### config.mk
export PLATFORM = sky130hd
export DESIGN_NAME = ilid_cell
export DESIGN_NICKNAME = d
export VERILOG_FILES = /design/src/hdl/ilid_pkg.sv /design/src/hdl/ilid_cell.sv
export SDC_FILE = /design/constraint.sdc
export NUM_CORES = 1
export LEC_CHECK = 0
export BUFFER_PORTS_ARGS = -buffer_cell sky130_fd_sc_hd__buf_4
export CORE_UTILIZATION = 30
export DETAILED_ROUTE_END_ITERATION = 10
export GPL_ROUTABILITY_DRIVEN = 1
export PLACE_DENSITY_LB_ADDON = 0.25
export SLEW_MARGIN = 20
export SYNTH_ARGS = -nofsm -noshare
export SYNTH_HDL_FRONTEND = slang
export SYNTH_SLANG_ARGS = --single-unit
### constraint.sdc
create_clock -name clk -period 8 [get_ports clk]
set_input_delay 1.6 -clock clk [delete_from_list [all_inputs] [get_ports clk]]
set_output_delay 1.6 -clock clk [all_outputs]
set_load 0.02 [all_outputs]
### src/hdl/ilid_pkg.sv
`default_nettype none

package ilid_pkg;

    localparam int INDEX_W  = 6;
    localparam int VALUE_W  = 32;
    localparam int LENGTH_W = 7;

    typedef enum logic [2:0] {
        OP_GET    = 3'd0,
        OP_SET    = 3'd1,
        OP_PUSH   = 3'd2,
        OP_POP    = 3'd3,
        OP_INSERT = 3'd4,
        OP_DELETE = 3'd5
    } op_t;

    typedef enum logic [1:0] {
        ST_OK    = 2'd0,
        ST_RANGE = 2'd1,
        ST_FULL  = 2'd2,
        ST_EMPTY = 2'd3
    } status_t;

    typedef enum logic [1:0] {
        CM_HOLD       = 2'd0,
        CM_WRITE      = 2'd1,
        CM_SHIFT_UP   = 2'd2,
        CM_SHIFT_DOWN = 2'd3
    } cell_mode_t;

    typedef struct packed {
        cell_mode_t mode;
        status_t    status;
        logic       rd_en;
    } ilid_cmd_t;

endpackage

`default_nettype wire

### src/hdl/ilid_cell.sv
`default_nettype none

module ilid_cell
    import ilid_pkg::*;
#(
    parameter int WORD_WIDTH = 32,
    parameter int POS_W      = 7,
    parameter int POSITION   = 0
)
(
    input  wire logic                  clk,
    input  wire cell_mode_t            mode,
    input  wire logic [POS_W-1:0]      pos,
    input  wire logic [WORD_WIDTH-1:0] wdata,
    input  wire logic [WORD_WIDTH-1:0] prev_word,
    input  wire logic [WORD_WIDTH-1:0] next_word,
    output logic [WORD_WIDTH-1:0]      word,
    output logic [WORD_WIDTH-1:0]      sel_word
);

    localparam logic [POS_W-1:0] MY_POS = POS_W'(POSITION);

    logic [WORD_WIDTH-1:0] word_reg;
    logic [WORD_WIDTH-1:0] word_next;
    logic                  at_pos;
    logic                  above_pos;

    assign at_pos    = (pos == MY_POS);
    assign above_pos = (MY_POS > pos);

    always_comb
    begin
        word_next = word_reg;
        case (mode)
            CM_WRITE:
            begin
                if (at_pos)
                    word_next = wdata;
            end
            CM_SHIFT_UP:
            begin
                // open a gap at pos: later cells take the word below them
                if (above_pos)
                    word_next = prev_word;
                else if (at_pos)
                    word_next = wdata;
            end
            CM_SHIFT_DOWN:
            begin
                // close the gap at pos: take the word from above
                if (above_pos || at_pos)
                    word_next = next_word;
            end
            default:
            begin
                word_next = word_reg;
            end
        endcase
    end

    always_ff @(posedge clk)
    begin
        word_reg <= word_next;
    end

    assign word     = word_reg;
    assign sel_word = at_pos ? word_reg : '0;

endmodule

`default_nettype wire

==> flow_results.xml <==
<?xml version="1.0" encoding="UTF-8"?>
<metrics>
  <group name="floorplan">
    <metric name="pin_count" unit="">170</metric>
    <metric name="die_width" unit="um">86.5</metric>
    <metric name="initial_core_util" unit="">0.314</metric>
    <metric name="die-area" unit="um2">7480</metric>
    <metric name="die_y" unit="um">86.5</metric>
    <metric name="core_region_area" unit="um2">6830</metric>
    <metric name="num_rows" unit="">30</metric>
  </group>
  <group name="drt">
    <metric name="detail_route.first_pass.iterations" unit="">4</metric>
    <metric name="drtAntennaViolNets" unit="">0</metric>
    <metric name="drt-wirelength-per-cell" unit="um">14.9</metric>
    <metric name="drt_drc_violations_left" unit="">0</metric>
    <metric name="dr_total_vias" unit="">2282</metric>
    <metric name="via_per_inst" unit="">5.08</metric>
    <metric name="drtIter0Drc" unit="">93</metric>
    <metric name="detail_route.wirelength" unit="mm">6.68</metric>
  </group>
  <group name="synth">
    <metric name="synth_seq_area_share" unit="">0.449</metric>
    <metric name="synthesized_area_per_cell" unit="um2">9.31</metric>
    <metric name="netlist-cell-type-count" unit="">18</metric>
    <metric name="yosys-top-cells-area" unit="">sky130_fd_sc_hd__edfxtp_1 45%, sky130_fd_sc_hd__nand2_1 11%, sky130_fd_sc_hd__and3_1 9.3%</metric>
    <metric name="yosys-top-cells-count" unit="">64 x sky130_fd_sc_hd__nand2_1, 32 x sky130_fd_sc_hd__and3_1, 32 x sky130_fd_sc_hd__edfxtp_1, 32 x sky130_fd_sc_hd__nand4_1, 22 x sky130_fd_sc_hd__o211ai_1</metric>
    <metric name="synthesized_netlist_cell_count" unit="">230</metric>
    <metric name="synth.largest_area_cell" unit="">sky130_fd_sc_hd__edfxtp_1</metric>
    <metric name="synth.most_common_cell" unit="">sky130_fd_sc_hd__nand2_1</metric>
    <metric name="synthesis.nets" unit="">338</metric>
    <metric name="postSynth.asyncResetShare" unit="">0</metric>
    <metric name="synth_seq_cells" unit="">32</metric>
    <metric name="synthFlopType" unit="">sky130_fd_sc_hd__edfxtp_1</metric>
    <metric name="synthesis.yosys.warnings" unit="">0</metric>
    <metric name="total_standard_cell_area_after_synthesis" unit="um2">2140</metric>
    <metric name="synth_top_area_share" unit="">0.449</metric>
    <metric name="synth_enable_flop_cells" unit="">32</metric>
  </group>
  <group name="timing">
    <metric name="max_clock_freq" unit="MHz">201</metric>
    <metric name="rsz0062_at_grt" unit="">no</metric>
    <metric name="hold_viol_final" unit="">0</metric>
    <metric name="setup_tns" unit="ns">0</metric>
    <metric name="slew_headroom" unit="">0.327</metric>
    <metric name="finalWorstPathRequiredPeriod" unit="ns">4.98</metric>
    <metric name="timing.final.setup_violations" unit="">0</metric>
    <metric name="max_slew.worst_pin.slew" unit="ns">1.01</metric>
    <metric name="skew" unit="ns">0</metric>
    <metric name="timing_max_transition_violations_final" unit="">0</metric>
    <metric name="fin_crit_sh" unit="">0.622</metric>
  </group>
  <group name="worst_setup_path">
    <metric name="timing.critical_path.from_type" unit="">input pin</metric>
    <metric name="ff2ff_setup_slack" unit="ns">7.13</metric>
    <metric name="worst_r2r_path_depth" unit="">2</metric>
    <metric name="worst-path-max-fanout" unit="">36</metric>
    <metric name="worst_r2r_startpoint" unit="">word[26]$_DFFE_PP_</metric>
    <metric name="worstSetupEndpointType" unit="">primary output</metric>
    <metric name="timing_worst_setup_path_type" unit="">in2out</metric>
    <metric name="timing.critical_path.arrival" unit="ns">3.38</metric>
    <metric name="regToRegEndpoint" unit="">word[26]$_DFFE_PP_</metric>
    <metric name="crit_required" unit="ns">6.40</metric>
  </group>
  <group name="cells_and_area">
    <metric name="layout.nets" unit="">460</metric>
    <metric name="num-fill-cells" unit="">679</metric>
    <metric name="layout-drive-gt1-share" unit="">0.467</metric>
    <metric name="final_util" unit="">0.483</metric>
    <metric name="area_delta_synth_final" unit="%">54.0</metric>
    <metric name="antenna_cells" unit="">0</metric>
    <metric name="final_design_area_no_fill" unit="um2">3300</metric>
    <metric name="largest_register_ff_count" unit="">32</metric>
  </group>
  <group name="min_path">
    <metric name="hold_class" unit="">reg2reg</metric>
    <metric name="hold-path-cell-count" unit="">2</metric>
    <metric name="worstHoldStart" unit="">word[23]$_DFFE_PP_</metric>
    <metric name="min_to" unit="">word[23]$_DFFE_PP_</metric>
  </group>
  <group name="power_and_ir_drop">
    <metric name="seqPwrFrac" unit="">0.470</metric>
    <metric name="sw_frac_of_total" unit="">0.298</metric>
    <metric name="static-leakage-power" unit="nW">1.55</metric>
    <metric name="intPower" unit="uW">330</metric>
    <metric name="power.share.clock" unit="">0.258</metric>
    <metric name="power.switching" unit="uW">140</metric>
    <metric name="power.density_cell_area" unit="nW/um2">142</metric>
    <metric name="vdd_ir_drop_max" unit="mV">0.0580</metric>
    <metric name="power.share.combinational" unit="">0.273</metric>
  </group>
  <group name="global_route">
    <metric name="grt_usage" unit="">0.172</metric>
    <metric name="pin_count_of_the_biggest_net_entering_global_routing" unit="">50</metric>
    <metric name="grt_antenna_before_repair" unit="">0</metric>
    <metric name="first_global_vias" unit="">1943</metric>
    <metric name="global_route_wire_length_before_repair" unit="mm">10.0</metric>
    <metric name="grt-ovfl-total" unit="">0</metric>
  </group>
  <group name="clock_network">
    <metric name="cts_repair_resized_insts" unit="">0</metric>
    <metric name="cts_num_sinks" unit="">32</metric>
    <metric name="tritoncts" unit="">yes</metric>
    <metric name="holdBufCountCts" unit="">0</metric>
    <metric name="clock_tree.root_cell" unit="">sky130_fd_sc_hd__clkbuf_8</metric>
    <metric name="clkSlewWorstSetupHoldPaths" unit="ns">0.07</metric>
    <metric name="cts.repair_timing.setup_buffer_count" unit="">0</metric>
    <metric name="source_to_sink_clock_delay_at_the_later_pin_of_the_worst_skew_pair" unit="ns">0.28</metric>
    <metric name="cts_inserted_buffers" unit="">5</metric>
    <metric name="ctsHtreeMaxLevel" unit="">2</metric>
    <metric name="max-clock-path-buffers" unit="">2</metric>
  </group>
  <group name="place">
    <metric name="place_area" unit="um2">3190</metric>
    <metric name="gp_routability_congestion" unit="">0.701</metric>
    <metric name="dp_hpwl" unit="mm">4.42</metric>
    <metric name="port_buffer_count" unit="">137</metric>
  </group>
  <group name="run">
    <metric name="maxCapViolations" unit="">0</metric>
  </group>
  <group name="outcome">
    <metric name="status" unit="">complete, no violations</metric>
  </group>
</metrics>
-- power by group through the flow --
| stage | combinational [mW] | sequential, mW | clock (mW) |
|---|---|---|---|
| after floorplan | 0.0422 | 0.243 | 0 |
| after global placement | 0.124 | 0.224 | 0 |
| after detailed placement | 0.126 | 0.225 | 0 |
| after CTS | 0.126 | 0.221 | 0.128 |
| after global routing | 0.138 | 0.223 | 0.132 |
| final | 0.128 | 0.221 | 0.121 |
-- critical path, cell delays in order --
cell                     delay, ns
sky130_fd_sc_hd__buf_4        0.12
sky130_fd_sc_hd__nor3_4       0.81
sky130_fd_sc_hd__buf_4        0.48
sky130_fd_sc_hd__and3_1       0.21
sky130_fd_sc_hd__buf_4        0.14
-- stage by stage --
step | setup WS, ns | hold slack, ns | instances | power [mW]
6_report | 3.02 | 0.657 | 449 | 0.470
5_1_grt | 2.89 | 0.690 | 449 | 0.493
4_1_cts | 2.99 | 0.666 | 448 | 0.475
3_5_place_dp | 2.99 | 0.652 | 440 | 0.351
3_3_place_gp | 2.99 | 0.634 | 440 | 0.348
2_1_floorplan | 3.91 | 0.759 | 230 | 0.285
-- how the worst max path moves through the flow --
stage / from / to / cells past startpoint / slack [ns]
2_1_floorplan: pos[5] / sel_word[10] / 4 / 3.91
3_3_place_gp: pos[0] / sel_word[24] / 5 / 2.99
3_5_place_dp: pos[0] / sel_word[9] / 5 / 2.99
4_1_cts: pos[0] / sel_word[9] / 5 / 2.99
5_1_grt: pos[0] / sel_word[4] / 5 / 2.89
6_report: pos[0] / sel_word[9] / 5 / 3.02
-- metal layers --
layer,share of wire,up-vias,track usage
met4,0.0079,0,0.0470
met1,0.42,1068,0.224
met2,0.49,104,0.281
met5,0,-,0
met3,0.080,6,0.0486
li1,-,1104,-
-- logic make-up (layout without fill, tap and decap cells) --
group           after synthesis  after routing  share of synthesized area
fa+ha+maj                     2              2                     0.0117
compound gates               33             33                      0.138
simple gates                133            133                      0.322
flops                        32             32                      0.449
buf+inv                      30            153                     0.0800
-- area by class of cell --
cell class	instances	area, um2	share of cell area
timing repair buffer	144	1100	0.334
multi-input combinational	168	1030	0.312
sequential	32	961	0.291
tap	96	120	0.0364
clock buffer	5	68.8	0.0209
clock inverter	3	13.8	0.00417
inverter	1	3.75	0.00114
-- cell usage in the layout, fill, tap and decap left out --
cell type and count:
sky130_fd_sc_hd__nor4_4 1, sky130_fd_sc_hd__nand4_1 32, sky130_fd_sc_hd__inv_1 1, sky130_fd_sc_hd__o21ai_4 1, sky130_fd_sc_hd__ha_1 2, sky130_fd_sc_hd__nor3_4 1, sky130_fd_sc_hd__buf_4 143, sky130_fd_sc_hd__nand2b_2 1
sky130_fd_sc_hd__buf_16 1, sky130_fd_sc_hd__clkinv_1 1, sky130_fd_sc_hd__and2_1 1, sky130_fd_sc_hd__and3_1 32, sky130_fd_sc_hd__o211ai_1 22, sky130_fd_sc_hd__edfxtp_1 32, sky130_fd_sc_hd__nand3_1 1, sky130_fd_sc_hd__nand2_1 64
sky130_fd_sc_hd__clkinv_2 2, sky130_fd_sc_hd__o211ai_2 10, sky130_fd_sc_hd__clkbuf_8 5
Note: power is estimated with default switching activity, not from simulation.
