$ cat src/hdl/ilid_pkg.sv
`default_nettype none

package ilid_pkg;

    localparam int INDEX_W  = 6;
    localparam int VALUE_W  = 32;
    localparam int LENGTH_W = 7;

    typedef enum logic [2:0] {
        OP_GET    = 3'd0,
        OP_SET    = 3'd1,
        OP_PUSH   = 3'd2,
        OP_POP    = 3'd3,
        OP_INSERT = 3'd4,
        OP_DELETE = 3'd5
    } op_t;

    typedef enum logic [1:0] {
        ST_OK    = 2'd0,
        ST_RANGE = 2'd1,
        ST_FULL  = 2'd2,
        ST_EMPTY = 2'd3
    } status_t;

    typedef enum logic [1:0] {
        CM_HOLD       = 2'd0,
        CM_WRITE      = 2'd1,
        CM_SHIFT_UP   = 2'd2,
        CM_SHIFT_DOWN = 2'd3
    } cell_mode_t;

    typedef struct packed {
        cell_mode_t mode;
        status_t    status;
        logic       rd_en;
    } ilid_cmd_t;

endpackage

`default_nettype wire

$ cat src/hdl/ilid_ctrl.sv
`default_nettype none

module ilid_ctrl
    import ilid_pkg::*;
#(
    parameter int CAPACITY = 64,
    parameter int CNT_W    = 7,
    parameter int POS_W    = 7
)
(
    input  wire logic               clk,
    input  wire logic               rst_n,
    input  wire logic               accept,
    input  wire logic [2:0]         op,
    input  wire logic [INDEX_W-1:0] index,
    output ilid_cmd_t               cmd,
    output logic [POS_W-1:0]        pos,
    output logic [CNT_W-1:0]        fill,
    output logic [CNT_W-1:0]        fill_next
);

    localparam logic [CNT_W-1:0] CAP_CNT = CNT_W'(CAPACITY);
    localparam logic [CNT_W-1:0] ONE_CNT = CNT_W'(1);

    logic [CNT_W-1:0] fill_reg;
    logic [POS_W-1:0] idx_ext;
    logic [POS_W-1:0] fill_ext;
    logic             full;
    logic             empty;

    assign idx_ext  = POS_W'(index);
    assign fill_ext = POS_W'(fill_reg);
    assign full     = (fill_reg == CAP_CNT);
    assign empty    = (fill_reg == '0);

    always_comb
    begin
        cmd.mode   = CM_HOLD;
        cmd.status = ST_OK;
        cmd.rd_en  = 1'b0;
        pos        = idx_ext;
        fill_next  = fill_reg;
        if (accept)
        begin
            unique case (op)
                OP_GET:
                begin
                    if (idx_ext >= fill_ext)
                        cmd.status = ST_RANGE;
                    else
                        cmd.rd_en = 1'b1;
                end
                OP_SET:
                begin
                    if (idx_ext >= fill_ext)
                        cmd.status = ST_RANGE;
                    else
                        cmd.mode = CM_WRITE;
                end
                OP_PUSH:
                begin
                    pos = fill_ext;
                    if (full)
                        cmd.status = ST_FULL;
                    else
                    begin
                        cmd.mode  = CM_WRITE;
                        fill_next = fill_reg + ONE_CNT;
                    end
                end
                OP_POP:
                begin
                    pos = POS_W'(fill_reg - ONE_CNT);
                    if (empty)
                        cmd.status = ST_EMPTY;
                    else
                    begin
                        cmd.rd_en = 1'b1;
                        fill_next = fill_reg - ONE_CNT;
                    end
                end
                OP_INSERT:
                begin
                    // range check wins over the full check
                    if (idx_ext > fill_ext)
                        cmd.status = ST_RANGE;
                    else if (full)
                        cmd.status = ST_FULL;
                    else
                    begin
                        cmd.mode  = CM_SHIFT_UP;
                        fill_next = fill_reg + ONE_CNT;
                    end
                end
                OP_DELETE:
                begin
                    if (idx_ext >= fill_ext)
                        cmd.status = ST_RANGE;
                    else
                    begin
                        cmd.mode  = CM_SHIFT_DOWN;
                        cmd.rd_en = 1'b1;
                        fill_next = fill_reg - ONE_CNT;
                    end
                end
                default:
                begin
                    cmd.mode = CM_HOLD;
                end
            endcase
        end
    end

    always_ff @(posedge clk or negedge rst_n)
    begin
        if (!rst_n)
            fill_reg <= '0;
        else
            fill_reg <= fill_next;
    end

    assign fill = fill_reg;

endmodule

`default_nettype wire

$ cat config.mk
export PLATFORM = sky130hd
export DESIGN_NAME = ilid_ctrl
export DESIGN_NICKNAME = d
export VERILOG_FILES = /design/src/hdl/ilid_pkg.sv /design/src/hdl/ilid_ctrl.sv
export SDC_FILE = /design/constraint.sdc
export NUM_CORES = 1
export LEC_CHECK = 0
export BUFFER_PORTS_ARGS = -buffer_cell sky130_fd_sc_hd__buf_2
export CORE_ASPECT_RATIO = 1.5
export CORE_UTILIZATION = 38
export CTS_CLUSTER_SIZE = 8
export DETAILED_ROUTE_END_ITERATION = 7
export PLACE_DENSITY = 0.63
export REMOVE_ABC_BUFFERS = 1
export SETUP_SLACK_MARGIN = 0.4
export SLEW_MARGIN = 15
export SYNTH_ARGS = -nofsm -noshare
export SYNTH_HDL_FRONTEND = slang
export SYNTH_SLANG_ARGS = --single-unit
$ cat constraint.sdc
create_clock -name clk -period 2.7 [get_ports clk]
set_input_delay 0.135 -clock clk [delete_from_list [all_inputs] [get_ports clk]]
set_output_delay 0.135 -clock clk [all_outputs]
set_load 0.02 [all_outputs]
==> metrics.log, run 1 <==
[metrics] type of the worst setup path: reg2out
[metrics] Tot GR Track Use: 30.6%
[metrics] logic depth of the worst register-to-register path: 11
[metrics] initial antenna violation count: 0
[metrics] Die Y-Extent: 69.7 um
[metrics] Post-DRT Antenna Nets: 0
[metrics] Place WS: -208 ps
[metrics] wire length of the first global-routing pass: 7.55 mm
[metrics] Power, Total: 2.48 mW
[metrics] Worst R2R Start: fill[3]
[metrics] antenna diode count: 0
[metrics] num ports: 38
[metrics] Detailed Place HPWL: 3.09 mm
[metrics] aggregate global routing overflow: 0
[metrics] library cells used by synthesis: 49
[metrics] commonest non-fill, non-tap cell in the layout: sky130_fd_sc_hd__buf_4
[metrics] slack of the worst reg-to-reg path: -140 ps
[metrics] synthesized area divided by synthesized cell count: 7.04 um^2
[metrics] number of slew-limit violations in the final report: 0
[metrics] critical path launch point type: flip-flop
[metrics] routed wire length per instance: 19.6 um
[metrics] H-tree lvl count: 1
[metrics] final critical-path share of the clock period: 110%
[metrics] Final setup viols: 8
[metrics] detailed router's first-iteration violation count: 73
[metrics] share of the yosys chip area belonging to registers: 15.1%
[metrics] Synth top area share: 15.1%
[metrics] Synth area leaders: sky130_fd_sc_hd__dfrtp_1 15%, sky130_fd_sc_hd__ha_1 8.6%, sky130_fd_sc_hd__nand2_1 6.5%, sky130_fd_sc_hd__o21ai_0 6.0%, sky130_fd_sc_hd__nand3_1 3.9%
[metrics] number of flops mapped to enable cells by yosys: 0
[metrics] fraction of the mapped netlist area in adder cells: 8.62%
[metrics] result of the run: finished with violations
[metrics] clk sinks: 7
[metrics] number of global-route vias before repair: 1673
[metrics] crit path capture type: primary output
[metrics] Fmax achieved: 0.337 GHz
[metrics] Via Count: 1816
[metrics] P_leak: 1.02 nW
[metrics] max capacitance violation total: 0
[metrics] dominant combinational cell family by area after synthesis: compound AO/OA/AOI/OAI gates
[metrics] Post-Syn Instances: 165
[metrics] aggregate routed wire length: 5.82 mm
[metrics] CTS buffer count: 3
[metrics] final weighted congestion in routability-driven placement: 0.956
[metrics] register bit total from synthesis: 7
[metrics] endpoints failing hold: 0
[metrics] headroom to the max-slew limit: 56.7%
[metrics] most used cells in the layout excluding fill and tap cells: 49 x sky130_fd_sc_hd__buf_4, 24 x sky130_fd_sc_hd__buf_2, 23 x sky130_fd_sc_hd__buf_6, 18 x sky130_fd_sc_hd__nand2_1, 11 x sky130_fd_sc_hd__o21ai_0
[metrics] Skew-Pair Late Insertion Delay: 240 ps
[metrics] maximum fanout count along the critical path: 5
[metrics] share of async-settable or async-resettable flops after synthesis: 100%
[metrics] Least-Margin Pin Slew: 650 ps
[metrics] predominant post-synthesis flop cell: sky130_fd_sc_hd__dfrtp_1
[metrics] Pwr per Cell Area: 1040 nW/um^2
[metrics] Post-Syn Area: 1160 um^2
[metrics] maximum number of pins on one net before global-route repair: 18
[metrics] horizontal die dimension: 47.1 um
[metrics] placed instance area: 1550 um^2
[metrics] cell taking the most area after synthesis: sky130_fd_sc_hd__dfrtp_1
[metrics] number of buffers between clock root and the deepest sink: 2
[metrics] first drt pass iteration count: 4
[metrics] count of placed standard cells in the final layout, fillers left out: 296
[metrics] core region area: 2910 um^2
[metrics] clock period minus final worst setup slack: 2970 ps
[metrics] share of the synthesized netlist area taken by xor and xnor gates: 5.28%
[metrics] kind of path behind the tightest hold check: in2async
[metrics] worst vdd rail ir drop: 638 uV
[metrics] register clock-pin slew on the reported worst setup and hold paths: 50 ps
[metrics] root buffer cell: sky130_fd_sc_hd__clkbuf_8
[metrics] CTS tree: done
[metrics] required time of the critical path: 2570 ps
[metrics] area fraction in compound gates after synthesis: 32.4%
[metrics] Reg-to-Reg End: fill[0]
[metrics] violations in the final reports: setup timing
[metrics] clk_skew: 4.56 ps
[metrics] setup repair after global routing missed its margin: true
[metrics] simple-gate share of the synthesized area: 30.8%
[metrics] Syn-to-layout area delta: 105%
[metrics] initial standard-cell utilization of the core: 39.9%
[metrics] smallest setup slack after layout: -266 ps
[metrics] count of unresolved DRC violations after routing: 0
[metrics] fraction of final layout cells sized beyond drive strength 1: 63.8%
[metrics] post-placement cell count: 259
[metrics] vias per std cell: 6.14
[metrics] arrival time at the worst endpoint: 2830 ps
[metrics] Port Buffers: 37
[metrics] Finished Cell Area: 2370 um^2
[metrics] number of flip-flops under the largest register name: 7
[metrics] proportion of synthesized area in mux cells: 0.862%
[metrics] post-layout net count: 278
[metrics] num rows: 24
[metrics] number of warnings issued by yosys: 0
[metrics] overall die area: 3290 um^2
-- where the power goes --
| group | internal, mW | switching, mW | total [mW] |
|---|---|---|---|
| logic | 1.02 | 1.10 | 2.12 |
| registers | 0.151 | 0.0512 | 0.202 |
| clock network | 0.103 | 0.0543 | 0.157 |
| total | 1.28 | 1.20 | 2.48 |
-- cell type report --
cell class	instances	area (um^2)
tap	39	48.8
clock buffer	4	45.0
timing repair buffer	97	757
multi-input combinational	140	1310
fill	181	538
inverter	9	33.8
sequential	7	176
-- per-layer routing --
metal  vias to the layer above  GRT usage (%)  share of wire (%)  wire length, um
met5                         -              0                  0                0
met4                         0           16.5                7.2              416
met3                        37           4.69                4.6              265
met2                       102           51.4                 52             3010
met1                       865           34.5                 37             2130
li1                        812              -                  -                -
-- stage by stage --
| step | hold WS [ps] | setup TNS (ps) | util, % |
|---|---|---|---|
| after floorplan | -161 | -2510 | - |
| final | 272 | -1290 | 81.5 |
| after detailed placement | -18.5 | -424 | 53.3 |
| after global placement | -21.7 | -191 | 53.3 |
| after global routing | 284 | -1830 | 81.5 |
| after CTS | 281 | -219 | 68.9 |
-- worst max-delay path: stages, from the launching register on --
cell	delay, ps
sky130_fd_sc_hd__dfrtp_1	410
sky130_fd_sc_hd__inv_2	80
sky130_fd_sc_hd__ha_4	260
sky130_fd_sc_hd__nand4b_1	260
sky130_fd_sc_hd__or3_4	480
sky130_fd_sc_hd__o311a_4	140
sky130_fd_sc_hd__or3_4	410
sky130_fd_sc_hd__o32ai_2	340
sky130_fd_sc_hd__buf_4	210
-- cells in the mapped netlist (2+ instances only) --
| cell type | instances |
|---|---|
| sky130_fd_sc_hd__nor2_1 | 12 |
| sky130_fd_sc_hd__nor3_1 | 4 |
| sky130_fd_sc_hd__a211oi_1 | 4 |
| sky130_fd_sc_hd__dfrtp_1 | 7 |
| sky130_fd_sc_hd__ha_1 | 8 |
| sky130_fd_sc_hd__and3_1 | 2 |
| sky130_fd_sc_hd__o22ai_1 | 5 |
| sky130_fd_sc_hd__nand2_1 | 20 |
| sky130_fd_sc_hd__and2_1 | 3 |
| sky130_fd_sc_hd__clkbuf_1 | 4 |
| sky130_fd_sc_hd__o21ai_0 | 14 |
| sky130_fd_sc_hd__o32ai_1 | 4 |
| sky130_fd_sc_hd__inv_1 | 9 |
| sky130_fd_sc_hd__nand3_1 | 9 |
| sky130_fd_sc_hd__a31oi_1 | 4 |
| sky130_fd_sc_hd__a21boi_0 | 2 |
| sky130_fd_sc_hd__a311oi_1 | 3 |
| sky130_fd_sc_hd__a21oi_1 | 7 |
| sky130_fd_sc_hd__xor2_1 | 2 |
| sky130_fd_sc_hd__xnor2_1 | 5 |
| sky130_fd_sc_hd__nand2b_1 | 3 |
| sky130_fd_sc_hd__a2111oi_0 | 4 |
| sky130_fd_sc_hd__buf_2 | 4 |
-- worst max-delay path by stage --
stage          startpoint            to  slack, ps  cells past startpoint
3_3_place_gp      fill[0]  fill_next[3]       -100                      8
4_1_cts           fill[0]  fill_next[3]        -60                      8
3_5_place_dp      fill[0]  fill_next[3]       -210                      8
5_1_grt           fill[3]  fill_next[4]       -280                      8
2_1_floorplan     fill[4]       fill[2]       -360                      7
6_report          fill[3]  fill_next[3]       -270                      8
-- kinds of logic (layout without fill, tap and decap cells) --
logic type,Yosys count,count (layout)
flip-flops,7,7
multiplexers,1,1
AO/OA/AOI/OAI,56,56
AND/OR/NAND/NOR,68,68
XOR/XNOR,7,7
adder cells (fa/ha/maj),8,8
buffers and inverters,18,110
-- timing repair --
action,4_1_cts,5_1_grt
hold buffers,1,0
gates resized for setup,72,47
endpoints found under the setup margin,20,20
setup buffers,16,16
endpoints found under the hold margin,7,0
pin swaps,13,20
Note: power is estimated with default switching activity, not from simulation.
==> run 2: changes to the inputs <==
--- a/config.mk
+++ b/config.mk
@@ -6,12 +6,11 @@
 export NUM_CORES = 1
 export LEC_CHECK = 0
 export BUFFER_PORTS_ARGS = -buffer_cell sky130_fd_sc_hd__buf_2
-export CORE_ASPECT_RATIO = 1.5
+export CORE_ASPECT_RATIO = 1.25
 export CORE_UTILIZATION = 38
 export CTS_CLUSTER_SIZE = 8
 export DETAILED_ROUTE_END_ITERATION = 7
-export PLACE_DENSITY = 0.63
-export REMOVE_ABC_BUFFERS = 1
+export PLACE_DENSITY = 0.73
 export SETUP_SLACK_MARGIN = 0.4
 export SLEW_MARGIN = 15
 export SYNTH_ARGS = -nofsm -noshare
==> metrics.log, run 2 (synthesis results as in run 1) <==
[metrics] result of the run: finished with violations
[metrics] violations in the final reports: DRC, setup timing
[metrics] aggregate routed wire length: 6.06 mm (+4.2%)
[metrics] H-tree lvl count: 1 (unchanged)
[metrics] Post-DRT Antenna Nets: 0 (unchanged)
[metrics] Power, Total: 2.33 mW (-6.0%)
[metrics] Skew-Pair Late Insertion Delay: 270 ps (+30 ps)
[metrics] Via Count: 1780 (-2.0%)
[metrics] Finished Cell Area: 2330 um^2 (-1.9%)
[metrics] type of the worst setup path: reg2out
[metrics] setup repair after global routing missed its margin: true
[metrics] fill cell total of the finished layout: 190 (+5.0%)
[metrics] worst vdd rail ir drop: 839 uV (+31%)
[metrics] number of flip-flops under the largest register name: 7 (unchanged)
[metrics] aggregate global routing overflow: 0 (unchanged)
[metrics] critical path launch point type: flip-flop
[metrics] headroom to the max-slew limit: 62.9% (+6.2 points)
[metrics] final weighted congestion in routability-driven placement: 0.918 (-3.9%)
[metrics] critical-path cell list: inv_6 -> ha_4 -> nand4b_1 -> or3_1 -> o311a_4 -> or3_4 -> a21boi_4 -> xnor2_4 -> buf_6
[metrics] maximum fanout count along the critical path: 4 (-1)
[metrics] placed instance area: 1770 um^2 (+14%)
[metrics] dominant delay contributor by cell family on the critical path: simple AND/OR/NAND/NOR gates
[metrics] register clock-pin slew on the reported worst setup and hold paths: 70 ps (+20 ps)
[metrics] endpoints failing hold: 0 (unchanged)
[metrics] num rows: 22 (-8.3%)
[metrics] core region area: 2920 um^2 (+0.17%)
[metrics] clk_skew: 8.50 ps (+3.93 ps)
[metrics] P_leak: 0.954 nW (-6.9%)
[metrics] clk sinks: 7 (unchanged)
[metrics] Crit path depth: 9 (+1)
[metrics] clock period minus final worst setup slack: 2900 ps (-65.0 ps)
[metrics] slowest stage cell on the critical path: sky130_fd_sc_hd__or3_1
[metrics] fraction of final layout cells sized beyond drive strength 1: 61.4% (-2.4 points)
[metrics] smallest setup slack after layout: -201 ps (+65.0 ps)
[metrics] combined buffer and inverter count along the critical path: 2 (unchanged)
[metrics] initial antenna violation count: 0 (unchanged)
[metrics] Fmax achieved: 0.345 GHz (+2.2%)
[metrics] number of global-route vias before repair: 1771 (+5.9%)
[metrics] Detailed Place HPWL: 3.54 mm (+15%)
[metrics] number of buffers between clock root and the deepest sink: 2 (unchanged)
[metrics] commonest non-fill, non-tap cell in the layout: sky130_fd_sc_hd__buf_4
[metrics] Port Buffers: 37 (unchanged)
[metrics] detailed router's first-iteration violation count: 49 (-33%)
[metrics] most used cells in the layout excluding fill and tap cells: 40 x sky130_fd_sc_hd__buf_4, 26 x sky130_fd_sc_hd__buf_2, 20 x sky130_fd_sc_hd__nand2_1, 19 x sky130_fd_sc_hd__buf_6, 10 x sky130_fd_sc_hd__nor2_1
[metrics] crit path capture type: primary output
[metrics] first drt pass iteration count: 8 (+4)
[metrics] count of unresolved DRC violations after routing: 1 (+1)
[metrics] Pwr per Cell Area: 1000 nW/um^2 (-4.2%)
[metrics] Final setup viols: 11 (+3)
[metrics] CTS tree: done
[metrics] required time of the critical path: 2570 ps (about the same)
[metrics] final critical-path share of the clock period: 107% (-2.4 points)
[metrics] root buffer cell: sky130_fd_sc_hd__clkbuf_4
[metrics] Die Y-Extent: 63.8 um (-8.5%)
[metrics] overall die area: 3280 um^2 (-0.10%)
[metrics] logic depth of the worst register-to-register path: 13 (+2)
[metrics] wire length of the first global-routing pass: 8.71 mm (+15%)
[metrics] maximum number of pins on one net before global-route repair: 18 (unchanged)
[metrics] CTS buffer count: 3 (unchanged)
[metrics] initial standard-cell utilization of the core: 39.8% (-0.068 points)
[metrics] number of slew-limit violations in the final report: 0 (unchanged)
[metrics] CP peak stage delay: 450 ps (-30 ps)
[metrics] Syn-to-layout area delta: 101%
[metrics] final standard cell utilization of the core: 79.8% (-1.7 points)
[metrics] Place WS: 18.5 ps (+227 ps)
[metrics] max capacitance violation total: 0 (unchanged)
[metrics] Syn Nets: 185
[metrics] num ports: 38 (unchanged)
[metrics] Least-Margin Pin Slew: 557 ps (-92.4 ps)
[metrics] post-layout net count: 267 (-4.0%)
[metrics] antenna diode count: 0 (unchanged)
[metrics] horizontal die dimension: 51.4 um (+9.1%)
[metrics] Tot GR Track Use: 35.9% (+5.3 points)
[metrics] arrival time at the worst endpoint: 2770 ps (-60 ps)
[metrics] routed wire length per instance: 21.5 um (+9.4%)
[metrics] vias per std cell: 6.31 (+2.9%)
[metrics] kind of path behind the tightest hold check: in2async
run 2: layout make-up:
class | instances | area, um^2 | share of cell area, %
Multi-Input combinational cell | 140 | 1380 | 59.1
Timing Repair Buffer | 86 | 654 | 28.1
Sequential cell | 7 | 183 | 7.85
Tap cell | 36 | 45.0 | 1.93
Inverter | 9 | 43.8 | 1.88
Clock buffer | 4 | 26.3 | 1.13
run 2: final timing paths:
path	from	to	slack, ps
min in group clk	op[0]	fill[6]	520
min	rst_n	fill[2]	250
max	fill[4]	fill_next[0]	-200
max reg2reg	fill[0]	fill[1]	-100
max in group asynchronous	rst_n	fill[1]	2250
min reg2reg	fill[5]	fill[5]	760
run 2: where the power goes:
group	switching (mW)	leakage (nW)	internal (mW)	total, mW
clock network	0.0532	0.0150	0.0572	0.110
logic	1.11	0.857	0.902	2.01
registers	0.0522	0.0821	0.156	0.208
run 2: through the flow:
step,setup TNS (ps),instances,hold slack [ps]
after detailed placement,0,254,-5.97
after global routing,-1990,282,269
after global placement,0,254,-17.5
after floorplan,0,165,-161
after CTS,-698,273,243
final,-1310,282,249
run 2: repair_timing:
item	4_1_cts	5_1_grt
hold buffers	1	0
pin swaps	16	14
buffers inserted	14	9
resized for setup	44	26
gates cloned	0	0
hold endpoints to repair	7	0
setup endpoints to repair	19	20
run 2: per-layer routing:
layer | GRT usage [%] | vias to the layer above | part of all wire, %
li1 | - | 785 | -
met1 | 38.5 | 848 | 36
met2 | 65.7 | 106 | 52
met3 | 3.33 | 41 | 4.5
met4 | 20.3 | 0 | 6.8
met5 | 0 | - | 0
==> run 3: changes to the inputs <==
--- a/config.mk
+++ b/config.mk
@@ -6,11 +6,13 @@
 export NUM_CORES = 1
 export LEC_CHECK = 0
 export BUFFER_PORTS_ARGS = -buffer_cell sky130_fd_sc_hd__buf_2
+export CELL_PAD_IN_SITES_DETAIL_PLACEMENT = 0
+export CELL_PAD_IN_SITES_GLOBAL_PLACEMENT = 2
 export CORE_ASPECT_RATIO = 1.25
-export CORE_UTILIZATION = 38
+export CORE_UTILIZATION = 24
 export CTS_CLUSTER_SIZE = 8
 export DETAILED_ROUTE_END_ITERATION = 7
-export PLACE_DENSITY = 0.73
+export PLACE_DENSITY = 0.83
 export SETUP_SLACK_MARGIN = 0.4
 export SLEW_MARGIN = 15
 export SYNTH_ARGS = -nofsm -noshare
==> metrics.log, run 3 (synthesis results as in run 1) <==
[metrics] result of the run: finished with violations
[metrics] violations in the final reports: setup timing
[metrics] Worst R2R Start: fill[0]
[metrics] first drt pass iteration count: 4 (-4)
[metrics] Post-DRT Antenna Nets: 0 (unchanged)
[metrics] required time of the critical path: 2570 ps (about the same)
[metrics] endpoints failing hold: 0 (unchanged)
[metrics] wire length of the first global-routing pass: 7.80 mm (-10%)
[metrics] final weighted congestion in routability-driven placement: 0.903 (-1.6%)
[metrics] max capacitance violation total: 0 (unchanged)
[metrics] horizontal die dimension: 64.2 um (+25%)
[metrics] number of global-route vias before repair: 1557 (-12%)
[metrics] critical path launch point type: flip-flop
[metrics] Fmax achieved: 0.358 GHz (+3.9%)
[metrics] count of unresolved DRC violations after routing: 0 (-1)
[metrics] Syn-to-layout area delta: 104%
[metrics] Pwr per Cell Area: 957 nW/um^2 (-4.4%)
[metrics] Final setup viols: 7 (-4)
[metrics] Finished Cell Area: 2370 um^2 (+1.6%)
[metrics] Tot GR Track Use: 19.5% (-16 points)
[metrics] register clock-pin slew on the reported worst setup and hold paths: 40 ps (-30 ps)
[metrics] Port Buffers: 37 (unchanged)
[metrics] CTS tree: done
[metrics] maximum number of pins on one net before global-route repair: 18 (unchanged)
[metrics] Die Y-Extent: 79.8 um (+25%)
[metrics] arrival time at the worst endpoint: 2660 ps (-110 ps)
[metrics] num rows: 27 (+23%)
[metrics] count of placed standard cells in the final layout, fillers left out: 302 (+7.1%)
[metrics] post-route worst hold slack: 299 ps (+50.2 ps)
[metrics] final standard cell utilization of the core: 52.3% (-28 points)
[metrics] number of flip-flops under the largest register name: 7 (unchanged)
[metrics] most used cells in the layout excluding fill and tap cells: 38 x sky130_fd_sc_hd__buf_4, 24 x sky130_fd_sc_hd__buf_2, 21 x sky130_fd_sc_hd__buf_6, 19 x sky130_fd_sc_hd__nand2_1, 11 x sky130_fd_sc_hd__o21ai_0
[metrics] fraction of final layout cells sized beyond drive strength 1: 61.9% (+0.50 points)
[metrics] post-layout net count: 265 (-0.75%)
[metrics] clk_skew: 3.51 ps (-4.99 ps)
[metrics] kind of path behind the tightest hold check: in2async
[metrics] P_leak: 0.955 nW (+0.12%)
[metrics] detailed router's first-iteration violation count: 98 (+100%)
[metrics] Least-Margin Pin Slew: 790 ps (+233 ps)
[metrics] placed instance area: 1800 um^2 (+1.6%)
[metrics] Skew-Pair Late Insertion Delay: 230 ps (-40 ps)
[metrics] vias per std cell: 5.38 (-15%)
[metrics] Syn Nets: 185 (unchanged)
[metrics] Via Count: 1625 (-8.7%)
[metrics] worst vdd rail ir drop: 332 uV (-60%)
[metrics] final critical-path share of the clock period: 103% (-4.0 points)
[metrics] type of the worst setup path: reg2out
[metrics] smallest setup slack after layout: -93.3 ps (+108 ps)
[metrics] Worst setup startpoint: fill[0]
[metrics] routed wire length per instance: 16.1 um (-25%)
[metrics] num ports: 38 (unchanged)
[metrics] core region area: 4530 um^2 (+55%)
[metrics] number of buffers between clock root and the deepest sink: 2 (unchanged)
[metrics] maximum fanout count along the critical path: 7 (+3)
[metrics] CTS buffer count: 3 (unchanged)
[metrics] total negative slack: -442 ps (+867 ps)
[metrics] commonest non-fill, non-tap cell in the layout: sky130_fd_sc_hd__buf_4
[metrics] initial antenna violation count: 0 (unchanged)
[metrics] Detailed Place HPWL: 3.45 mm (-2.6%)
[metrics] overall die area: 5120 um^2 (+56%)
[metrics] headroom to the max-slew limit: 46.8% (-16 points)
[metrics] initial standard-cell utilization of the core: 25.6% (-14 points)
[metrics] clk sinks: 7 (unchanged)
[metrics] setup repair after global routing missed its margin: true
[metrics] clock period minus final worst setup slack: 2790 ps (-108 ps)
[metrics] aggregate routed wire length: 4.86 mm (-20%)
[metrics] post-placement cell count: 276 (+8.7%)
[metrics] H-tree lvl count: 1 (unchanged)
[metrics] aggregate global routing overflow: 0 (unchanged)
[metrics] crit path capture type: primary output
[metrics] number of slew-limit violations in the final report: 0 (unchanged)
[metrics] antenna diode count: 0 (unchanged)
[metrics] root buffer cell: sky130_fd_sc_hd__clkbuf_8
[run 3: what timing repair did]
| item | CTS | global route |
|---|---|---|
| hold buffers | 1 | 0 |
| pin swaps | 24 | 14 |
| gates cloned | 0 | 0 |
| gates resized for setup | 51 | 22 |
| buffers inserted | 14 | 7 |
| hold endpoints to repair | 7 | 0 |
| endpoints found under the setup margin | 18 | 20 |
[run 3: power breakdown]
| group | total (mW) | leakage [nW] | internal (mW) | switching (mW) |
|---|---|---|---|---|
| Clock | 0.151 | 0.0228 | 0.102 | 0.0488 |
| Combinational | 1.90 | 0.850 | 0.895 | 1.01 |
| Sequential | 0.213 | 0.0821 | 0.157 | 0.0559 |
[run 3: worst paths after layout]
path / to / slack (ps) / depth (start not counted)
max: fill_next[4] / -90 / 9
min: fill[3] / 300 / 2
max reg2reg: fill[5] / 100 / 11
min reg2reg: fill[0] / 730 / 2
max in group asynchronous: fill[4] / 2210 / 2
min in group clk: fill[6] / 590 / 5
[run 3: worst max-delay path: stages, from the launching register on]
cell and delay (ps):
sky130_fd_sc_hd__dfrtp_2 450, sky130_fd_sc_hd__inv_2 100, sky130_fd_sc_hd__ha_4 140, sky130_fd_sc_hd__or3b_4 380, sky130_fd_sc_hd__or4_4 450, sky130_fd_sc_hd__nand3_4 110
sky130_fd_sc_hd__o21ai_4 100, sky130_fd_sc_hd__a311oi_2 380, sky130_fd_sc_hd__o32ai_4 150, sky130_fd_sc_hd__buf_6 150
[run 3: area by class of cell]
class | count | area [um^2]
Multi-Input combinational cell | 140 | 1370
Timing Repair Buffer | 84 | 652
Tap cell | 58 | 72.6
Fill cell | 440 | 2160
Clock buffer | 4 | 45.0
Sequential cell | 7 | 183
Inverter | 9 | 41.3
[run 3: stage by stage]
step                      setup slack (ps)  power (mW)
after floorplan                        182        1.14
after global placement                42.3        1.60
after detailed placement              58.8        1.60
after CTS                            -84.0        2.11
after global routing                  -180        2.41
final                                -93.3        2.26
[run 3: routing by layer]
metal,vias to the layer above,track usage (%),wire (um)
met2,43,34.4,2520
li1,782,-,-
met3,14,1.86,155
met5,-,0,0
met4,0,7.11,184
met1,786,24.5,1990
